## config.mk

```make
export PLATFORM = sky130hd
export DESIGN_NAME = ordered_set_table_unit
export DESIGN_NICKNAME = d
export VERILOG_FILES = /design/src/hdl/ost_pkg.sv /design/src/hdl/ost_mem.sv /design/src/hdl/ordered_set_table_unit.sv
export SDC_FILE = /design/constraint.sdc
export NUM_CORES = 1
export LEC_CHECK = 0
export BUFFER_PORTS_ARGS = -buffer_cell sky130_fd_sc_hd__buf_2
export CAP_MARGIN = 5
export CORE_UTILIZATION = 56
export DETAILED_ROUTE_END_ITERATION = 8
export PLACE_DENSITY = 0.76
export REMOVE_ABC_BUFFERS = 1
export SETUP_SLACK_MARGIN = 0.05
export SYNTH_ARGS = -nofsm -noshare
export SYNTH_HDL_FRONTEND = slang
export SYNTH_SLANG_ARGS = --single-unit
```

## constraint.sdc

```tcl
create_clock -name clk -period 4.4 [get_ports clk]
set_input_delay 0.88 -clock clk [delete_from_list [all_inputs] [get_ports clk]]
set_output_delay 0.88 -clock clk [all_outputs]
set_load 0.01 [all_outputs]
```

## src/hdl/ost_pkg.sv

```systemverilog
// ----------------------------------------------------------------------------
// Ordered set table package
// Command codes and controller state encoding shared by the set table files.
// ----------------------------------------------------------------------------
package ost_pkg;

  // Width of one stored member.
  localparam int unsigned VALUE_W = 32;
  // Width of the reported member count.
  localparam int unsigned COUNT_W = 5;

  // Commands carried with each transaction.
  typedef enum logic [1:0] {
    CMD_ADD      = 2'd0,
    CMD_REMOVE   = 2'd1,
    CMD_CONTAINS = 2'd2,
    CMD_CLEAR    = 2'd3
  } cmd_t;

  // Controller states, one-hot.
  typedef enum logic [2:0] {
    ST_IDLE  = 3'b001,
    ST_SCAN  = 3'b010,
    ST_SHIFT = 3'b100
  } state_t;

endpackage

```

## src/hdl/ost_mem.sv

```systemverilog
// ----------------------------------------------------------------------------
// Ordered set table member store
// Simple dual-port synchronous memory: one write port, one read port with
// registered read data.
// ----------------------------------------------------------------------------
module ost_mem #(
  parameter int unsigned DEPTH  = 16,
  parameter int unsigned ADDR_W = 4
) (
  input  logic                                clk,
  input  logic                                we,
  input  logic [ADDR_W-1:0]                   waddr,
  input  logic [ost_pkg::VALUE_W-1:0]         wdata,
  input  logic [ADDR_W-1:0]                   raddr,
  output logic [ost_pkg::VALUE_W-1:0]         rdata
);

  logic [ost_pkg::VALUE_W-1:0] mem [DEPTH];

  // Write port.
  always_ff @(posedge clk) begin
    if (we) begin
      mem[waddr] <= wdata;
    end
  end

  // Read port with registered data.
  always_ff @(posedge clk) begin
    rdata <= mem[raddr];
  end

endmodule

```

## src/hdl/ordered_set_table_unit.sv

```systemverilog
// ----------------------------------------------------------------------------
// Ordered set table unit
// A fixed-capacity set of distinct signed 32-bit values held in insertion
// order with no gaps, stored in one synchronous memory.
//
//   Channel   Direction  Handshake          Payload
//   request   in         start / busy       command, value
//   result    out        done (one cycle)   ok, count
//
// A clear never raises busy. Add, contains and a remove that misses hold
// busy while the pipelined scan compares the used entries, read through the
// memory read port; a hit ends the scan early. A remove that hits then
// shifts the later entries down through the same read port. The result
// strobe appears the cycle after the work ends, when busy is already low,
// so a new transaction may be taken while it shows. Reset clears the
// member count; the memory contents need no clearing.
// The receiver cannot stall the result.
// ----------------------------------------------------------------------------
module ordered_set_table_unit #(
  parameter int unsigned CAPACITY = 16
) (
  input  logic                                clk,
  input  logic                                rst,
  input  logic                                start,
  output logic                                busy,
  input  logic [1:0]                          command,
  input  logic signed [ost_pkg::VALUE_W-1:0]  value,
  output logic                                done,
  output logic                                ok,
  output logic [ost_pkg::COUNT_W-1:0]         count
);

  localparam int unsigned IDX_W = (CAPACITY > 1) ? $clog2(CAPACITY) : 1;
  localparam int unsigned CNT_W = $clog2(CAPACITY + 1);
  localparam logic [CNT_W-1:0] CAP_CNT = CNT_W'(CAPACITY);
  localparam logic [CNT_W-1:0] ONE_CNT = CNT_W'(1);

  ost_pkg::state_t              state, state_next;
  ost_pkg::cmd_t                cmd;
  logic [ost_pkg::VALUE_W-1:0]  key;
  logic [CNT_W-1:0]             member_count, member_count_next;
  logic [CNT_W-1:0]             ptr, ptr_next;
  logic                         chk_valid, chk_valid_next;
  logic [CNT_W-1:0]             chk_pos, chk_pos_next;
  logic                         done_next;
  logic                         ok_next;
  logic [31:0]                  count_wide;
  logic                         accept;
  logic                         match;

  logic                         mem_we;
  logic [IDX_W-1:0]             mem_waddr;
  logic [ost_pkg::VALUE_W-1:0]  mem_wdata;
  logic [ost_pkg::VALUE_W-1:0]  mem_rdata;

  assign busy   = (state != ost_pkg::ST_IDLE);
  assign accept = start && !busy;
  assign match  = chk_valid && (mem_rdata == key);

  // Member store.
  ost_mem #(
    .DEPTH  (CAPACITY),
    .ADDR_W (IDX_W)
  ) u_mem (
    .clk   (clk),
    .we    (mem_we),
    .waddr (mem_waddr),
    .wdata (mem_wdata),
    .raddr (ptr[IDX_W-1:0]),
    .rdata (mem_rdata)
  );

  // Controller: scan the used entries, then append or shift down.
  always_comb begin
    state_next        = state;
    member_count_next = member_count;
    ptr_next          = ptr;
    chk_valid_next    = 1'b0;
    chk_pos_next      = chk_pos;
    done_next         = 1'b0;
    ok_next           = 1'b0;
    mem_we            = 1'b0;
    mem_waddr         = member_count[IDX_W-1:0];
    mem_wdata         = key;

    case (state)
      ost_pkg::ST_IDLE: begin
        if (accept) begin
          if (ost_pkg::cmd_t'(command) == ost_pkg::CMD_CLEAR) begin
            member_count_next = '0;
            ok_next           = 1'b1;
            done_next         = 1'b1;
          end else begin
            state_next = ost_pkg::ST_SCAN;
            ptr_next   = '0;
          end
        end
      end

      ost_pkg::ST_SCAN: begin
        if (match) begin
          // The value is present at chk_pos.
          case (cmd)
            ost_pkg::CMD_REMOVE: begin
              state_next = ost_pkg::ST_SHIFT;
              ptr_next   = chk_pos + ONE_CNT;
            end
            ost_pkg::CMD_CONTAINS: begin
              ok_next    = 1'b1;
              done_next  = 1'b1;
              state_next = ost_pkg::ST_IDLE;
            end
            default: begin
              done_next  = 1'b1;
              state_next = ost_pkg::ST_IDLE;
            end
          endcase
        end else if (!chk_valid && (ptr >= member_count)) begin
          // Every used entry has been compared without a hit.
          done_next  = 1'b1;
          state_next = ost_pkg::ST_IDLE;
          if ((cmd == ost_pkg::CMD_ADD) && (member_count < CAP_CNT)) begin
            mem_we            = 1'b1;
            mem_waddr         = member_count[IDX_W-1:0];
            mem_wdata         = key;
            member_count_next = member_count + ONE_CNT;
            ok_next           = 1'b1;
          end
        end else if (ptr < member_count) begin
          // Issue the next read; its data is compared in the following cycle.
          chk_valid_next = 1'b1;
          chk_pos_next   = ptr;
          ptr_next       = ptr + ONE_CNT;
        end
      end

      ost_pkg::ST_SHIFT: begin
        // Write back the entry read last cycle one place lower.
        if (chk_valid) begin
          mem_we    = 1'b1;
          mem_waddr = chk_pos[IDX_W-1:0];
          mem_wdata = mem_rdata;
        end
        if (ptr < member_count) begin
          chk_valid_next = 1'b1;
          chk_pos_next   = ptr - ONE_CNT;
          ptr_next       = ptr + ONE_CNT;
        end else if (!chk_valid) begin
          member_count_next = member_count - ONE_CNT;
          ok_next           = 1'b1;
          done_next         = 1'b1;
          state_next        = ost_pkg::ST_IDLE;
        end
      end

      default: begin
        state_next = ost_pkg::ST_IDLE;
      end
    endcase
  end

  assign count_wide = 32'(member_count_next);

  // Control registers.
  always_ff @(posedge clk) begin
    if (rst) begin
      state        <= ost_pkg::ST_IDLE;
      member_count <= '0;
      chk_valid    <= 1'b0;
      done         <= 1'b0;
    end else begin
      state        <= state_next;
      member_count <= member_count_next;
      chk_valid    <= chk_valid_next;
      done         <= done_next;
    end
  end

  // Payload registers: transaction operands, scan pointers and result.
  always_ff @(posedge clk) begin
    if (accept) begin
      cmd <= ost_pkg::cmd_t'(command);
      key <= value;
    end
    ptr     <= ptr_next;
    chk_pos <= chk_pos_next;
    if (done_next) begin
      ok    <= ok_next;
      count <= count_wide[ost_pkg::COUNT_W-1:0];
    end
  end

endmodule

```

Word-level counts from Yosys, hierarchy flattened

Memories as Yosys holds them, arrays and structs flattened. A register that Yosys moved wholly into a read port is not among the register bits.
Index checks and enable logic that the tools add are counted.
Widths: inputs -> output; s select.

Flip-flop bits (word level): 60
Bits in writable memories: 512
Input bits: 37
Output and inout bits: 8
Logic and storage cells: 104
Memories: 1

Add/subtract/negate cells: 5
$lt $le $gt $ge: 3
Equality and inequality tests: 19
Multiplexer cells: 54
Reduce and logical (&&, ||, !) cells: 12

Memories:

| name      | words | bits a word | rd ports | clocked after memory_dff | wr ports | line          | source |
|---|---|---|---|---|---|---|---|
| u_mem.mem | 16    | 32          | 1        | 1                        | 1        | ost_mem.sv:18 | `logic [ost_pkg::VALUE_W-1:0] mem [DEPTH];` |

Operator list:

| operator            | number |
|---|---|
| $mux 5              | 17 |
| $mux 32             | 2 |
| $eq 32x32->1        | 1 |
| $pmux 5 s3          | 2 |
| $mux 3              | 7 |
| $mux 1              | 18 |
| $ne 2x2->1 const B  | 8 |
| $add 5x1->5 const B | 3 |
| $reduce_and 5->1    | 3 |
| $pmux 5 s2          | 1 |
| $sub 5x1->5 const B | 2 |
| $pmux 3 s3          | 1 |
| $mux 4              | 2 |
| $ne 3x3->1 const B  | 2 |
| $pmux 1 s3          | 2 |
| $ge 5x5->1          | 1 |
| $lt 5x5->1          | 1 |
| $lt 5x5->1 const B  | 1 |
| $eq 2x2->1 const B  | 2 |
| $logic_and 1x1->1   | 4 |
| $pmux 1 s2          | 2 |
| $eq 3x1->1 const B  | 1 |
| $eq 3x2->1 const B  | 1 |
| $eq 3x3->1 const B  | 1 |
| 7 further kinds     | 8 |

Depth between registers and ports, before layout

Depth in word-level cells: 8
Depth in mapped cells: 11
Gate-level depth less buffers: 8

Hierarchy

A second synthesis with hierarchy kept.

Cell total of the unflattened synthesis: 1148
Area total of the unflattened synthesis: 23337.4 µm²

Modules (own cells, without submodules):

| module                 | instances | cells each | area an instance (µm²) | sequential area each (µm²) |
|---|---|---|---|---|
| ost_mem                | 1         | 838        | 19835.3                | 16015.4 |
| ordered_set_table_unit | 1         | 310        | 3502.1                 | 1701.6 |

Least setup slack after synthesis

OpenSTA, ideal clock, no wires.

Path kind: register -> register
Start point: register ptr[0]
End point: memory u_mem.mem[11][0] (netlist name), enable pin
Library setup time: 0.421 ns
Arrival time: 3.952 ns
Data required time: 3.979 ns
Setup slack: 0.027 ns
Cell stages (with the launch flop): 10
Path buffers: 3
Clock period less this slack: 4.373 ns
Cells stage by stage: edfxtp_1 clkbuf_1 clkbuf_1 buf_2 inv_1 ha_1 or3b_2 a21oi_1 a32oi_1 nor2_1

Cells in the longest elaborated chain, start to end: 7

RTL lines:

| what                         | line                          | source |
|---|---|---|
| from (decl)                  | ordered_set_table_unit.sv:42  | `logic [CNT_W-1:0] ptr, ptr_next;` |
| from (signal assigned)       | ordered_set_table_unit.sv:185 | `ptr <= ptr_next;` |
| $ge 5x5->1                   | ordered_set_table_unit.sv:118 | `end else if (!chk_valid && (ptr >= member_count)) begin` |
| $logic_and 1x1->1            | ordered_set_table_unit.sv:118 |  |
| $mux 1                       | ordered_set_table_unit.sv:118 |  |
| $mux 1                       | ordered_set_table_unit.sv:101 | `if (match) begin` |
| $pmux 1 s2                   | ordered_set_table_unit.sv:86  | `case (state)` |
| $mux 1                       | ost_mem.sv:22                 | `if (we) begin` |
| $mux 1 (not written as such) | ost_mem.sv:23                 | `mem[waddr] <= wdata;` |
| to (decl)                    | ost_mem.sv:18                 |  |

No other way between the ends.

Final worst setup path

Start point: register member_count[1]
End point: memory u_mem.mem[10][28] (netlist name), enable pin

Cells in the longest elaborated chain, start to end: 8
Elaborated cells between the ends (all ways): 12
Classes of those cells: 2 x order compare; 8 x mux; 2 x reduce/logical

RTL lines:

| what                         | line                          | source |
|---|---|---|
| from (decl)                  | ordered_set_table_unit.sv:41  | `logic [CNT_W-1:0] member_count, member_count_next;` |
| from (signal assigned)       | ordered_set_table_unit.sv:173 | `member_count <= member_count_next;` |
| $lt 5x5->1                   | ordered_set_table_unit.sv:122 | `if ((cmd == ost_pkg::CMD_ADD) && (member_count < CAP_CNT)) begin` |
| $logic_and 1x1->1            | ordered_set_table_unit.sv:122 |  |
| $mux 1                       | ordered_set_table_unit.sv:122 |  |
| $mux 1                       | ordered_set_table_unit.sv:118 |  |
| $mux 1                       | ordered_set_table_unit.sv:101 |  |
| $pmux 1 s2                   | ordered_set_table_unit.sv:86  |  |
| $mux 1                       | ost_mem.sv:22                 |  |
| $mux 1 (not written as such) | ost_mem.sv:23                 |  |

Several ways; a longest one is shown, not always the timed one.

==> results.txt <==
----------------------------------------------------
[Synth]
  Compound-gate portion of the synthesized area ... 1.277%
  Commonest cells in the synthesized netlist ... 562 x edfxtp_1, 160 x mux4_2, 118 x nand2_1
  Post-Syn Area per Cell ... 20.46 sq um
  Cell accounting for the most synthesized area ... edfxtp_1
  Yosys reg bits ... 604
  Top cells by area in the synthesized netlist ... edfxtp_1 72%, mux4_2 15%, dfxtp_1 3.6%, nand2_1 1.9%, xnor2_1 0.97%
  Yosys warning total ... 0
  Post-synthesis mux area share ... 15.57%
  Post-synth ARST share ... 0%
  Main combinational cell family by area after synthesis ... multiplexers
  Number of standard cells after synthesis ... 1145
  Top_reg_cell synth ... edfxtp_1
  Adder-Cell Fraction of Synth Area ... 0.5342%
  Number of enable flip-flop cells after synthesis ... 562
  Sequential share of the synthesized area ... 75.64%
  Most used standard cell by instance count after synthesis ... edfxtp_1
  Share of synthesized cell area in and, or, nand and nor gates ... 4.183%
  Area share of the largest cell type after synthesis ... 72.05%
  Fraction of synthesized cell area in xor and xnor cells ... 1.645%
  Number of library cell types mapped by synthesis ... 50
  Cell area after synthesis ... 0.02342 sq mm

[CTS]
  Count of cells resized by post-cts repair ... 0
  Insertion delay of the later-clocked pin in the worst-skew pair ... 0.63 ns
  Hold-fix buffers, CTS ... 0
  Post-CTS repair timing setup buffer count ... 0
  Clock root buffer ... clkbuf_16
  Clock tree from TritonCTS ... done
  Number of clock buffers inserted by TritonCTS ... 57
  Clock transition at path regs ... 0.07 ns
  Number of clock sinks ... 604
  Buffer depth of the longest clock path ... 3
  Number of levels in the clock H-tree ... 2

[Detailed routing]
  Via count normalized by instance count ... 6.347
  Via count ... 11476
  Post-route DRC violation count ... 5
  Number of DRC markers in iteration 0 ... 1162
  Routed WL per cell ... 26.84 um
  1st-pass router iterations ... 7
  Antenna violation net count after detailed routing ... 0
  Routed wire length ... 48.53 mm

[Layout]
  Count of fill cells added during filler insertion ... 2597
  Net total in the final layout ... 1274
  ANT cells ... 0
  Area growth from synthesis to layout ... 12.47%
  Final core utilization ... 64.22%
  Non-Filler Cell Area, Final ... 0.02634 sq mm
  Fraction of layout instances using a drive strength above 1 ... 26.49%

[STA]
  Final slew viol count ... 0
  Maximum achievable frequency ... 0.2642 GHz
  Least setup slack across all paths after layout ... 0.6151 ns
  Tightest hold margin ... 0.4214 ns
  Transition at the pin with the smallest max-transition slack ... 1.191 ns
  Period Utilization, post-route ... 86.02%
  Max-slew headroom at the worst pin ... 20.23%
  Time the worst path needs with I/O delays and setup ... 3.785 ns
  Endpoints failing hold ... 0
  Finish-stage setup viols ... 0
  Setup skew after layout ... 0.02468 ns
  Unrepaired setup endpoints after global routing ... false

[Power and ir drop]
  Ratio of total power to cell area ... 506.9 mW/mm^2
  Maximum vdd drop ... 0.3535 mV
  Overall power consumption ... 13.35 mW
  Leakage dissipation ... 8.434 nW

[Placed design]
  Routability cong. ... 0.8928
  Number of port buffers ... 44
  Post-Place Cell Area ... 0.02451 sq mm
  Detail Placement HPWL ... 27.20 mm
  Setup WS pre-CTS ... 0.7381 ns

[Worst setup path]
  Critical Path, Cell by Cell ... inv_1, ha_1, nand4_1, or3b_2, a21oi_1, a32oi_1, nor2_4, buf_4
  Cell with the largest stage delay on the worst path ... or3b_2
  Delay of the slowest cell on the worst path ... 0.53 ns
  Kind of capture point of the worst setup path ... flip-flop
  Startpoint kind of the worst setup timing path ... flip-flop
  Data arrival time of the critical path ... 4.03 ns
  Largest fanout on the critical path ... 32
  Critical path required time ... 4.65 ns
  Critical setup path kind ... reg -> reg

[Global routing]
  Antenna violations before repair ... 0
  Number of global-route vias before repair ... 11483
  Total congestion overflow after global routing ... 0
  Total routing usage reported by global routing ... 23.81%
  Wire length of the first global-routing pass ... 72.26 mm
  Pin count of the biggest net entering global routing ... 114

[Status]
  Violations in the final reports ... design-rule violations
  Outcome ... finished with violations

[Floorplan]
  Core area ... 0.04102 sq mm
  Die Y ... 206.5 um
  Std-Cell Rows ... 74
  Die boundary width ... 206.5 um
  Effective utilization at floorplan ... 57.10%
  Full die area ... 0.04265 sq mm
  Count of boundary I/O pins ... 45

[Min path]
  Kind of path behind the tightest hold check ... in -> reg

[Run]
  Reported max-cap violation count ... 0

----------------------------------------------------
-- cell usage in the layout (no fill, tap or decap), types with 6 or more instances in the layout --
cell type | netlist | routed
edfxtp_1 | 562 | 562
mux4_2 | 160 | 160
nand2_1 | 118 | 118
clkbuf_16 | 0 | 57
buf_2 | 10 | 44
dfxtp_1 | 42 | 42
xnor2_1 | 26 | 26
buf_4 | 0 | 26
clkinv_1 | 0 | 22
xor2_1 | 18 | 18
nor2_4 | 0 | 16
inv_1 | 14 | 14
nor2_1 | 29 | 13
nand4_1 | 12 | 12
a21oi_1 | 11 | 11
nor3_1 | 11 | 11
ha_1 | 10 | 10
clkbuf_1 | 39 | 10
a31oi_1 | 9 | 9
nor4_1 | 8 | 8
clkinv_2 | 0 | 7
nor3b_1 | 6 | 6
-- sequential cells by signal, indices dropped and copies added, names as in the netlist --
name and flops:
ok 1, count 5, cmd 2, u_mem.mem 512, member_count 5, done 1, ptr 5, u_mem.rdata 32
chk_pos 5, state 3, key 32, chk_valid 1
-- critical path: cells and delay by family (launching register included) --
kind | cells | cell delay [ns]
buffers and inverters | 2 | 0.66
DFF | 1 | 0.50
AOI/OAI and AO/OA | 2 | 1.01
and+or+nand+nor | 3 | 0.92
adders and majority gates | 1 | 0.31
-- power breakdown --
group	internal (mW)	total (mW)	switching [mW]
Sequential	6.58	6.72	0.144
Clock	2.69	4.78	2.09
Combinational	0.838	1.85	1.02
Total	10.1	13.4	3.25
-- layout make-up --
| cell class | instances | area [sq um] | area share, % |
|---|---|---|---|
| Clock buffer | 67 | 1464 | 5.557 |
| Clock inverter | 41 | 370.4 | 1.406 |
| Inverter | 14 | 52.55 | 0.1995 |
| Multi-Input combinational cell | 475 | 5558 | 21.10 |
| Sequential cell | 604 | 17720 | 67.26 |
| Tap cell | 532 | 665.6 | 2.527 |
| Timing Repair Buffer | 75 | 515.5 | 1.957 |
-- cells by family after synthesis --
family	count (synthesis)
adder cells (fa/ha/maj)	10
XOR/XNOR	44
AND/OR/NAND/NOR	212
flip-flops	604
multiplexers	164
buffers and inverters	66
AO/OA/AOI/OAI	45
-- through the flow --
stage	instances	TNS, ns
finish	1808	0
global route	1808	0
CTS	1808	0
detailed placement	1700	0
global placement	1700	0
floorplan	1093	-2466.79
-- per-layer routing --
layer | wire (um) | global-route usage (%) | share of wire (%)
met5 | 0 | 0 | 0
met4 | 1362 | 8.508 | 2.8
met3 | 3745 | 4.052 | 7.7
met2 | 23660 | 37.67 | 49
met1 | 19760 | 33.86 | 41
-- final timing paths --
| kind | slack [ns] | from | to | depth (start not counted) |
|---|---|---|---|---|
| worst min register to register | 0.67 | ptr[4] | chk_pos[4] | 1 |
| worst min-delay path | 0.42 | value[26] | key[26] | 1 |
| worst max-delay path | 0.62 | member_count[1] | u_mem.mem[10][28] | 8 |
| worst max register to register | 0.62 | member_count[1] | u_mem.mem[10][28] | 8 |
Note: power is estimated with default switching activity, not from simulation.
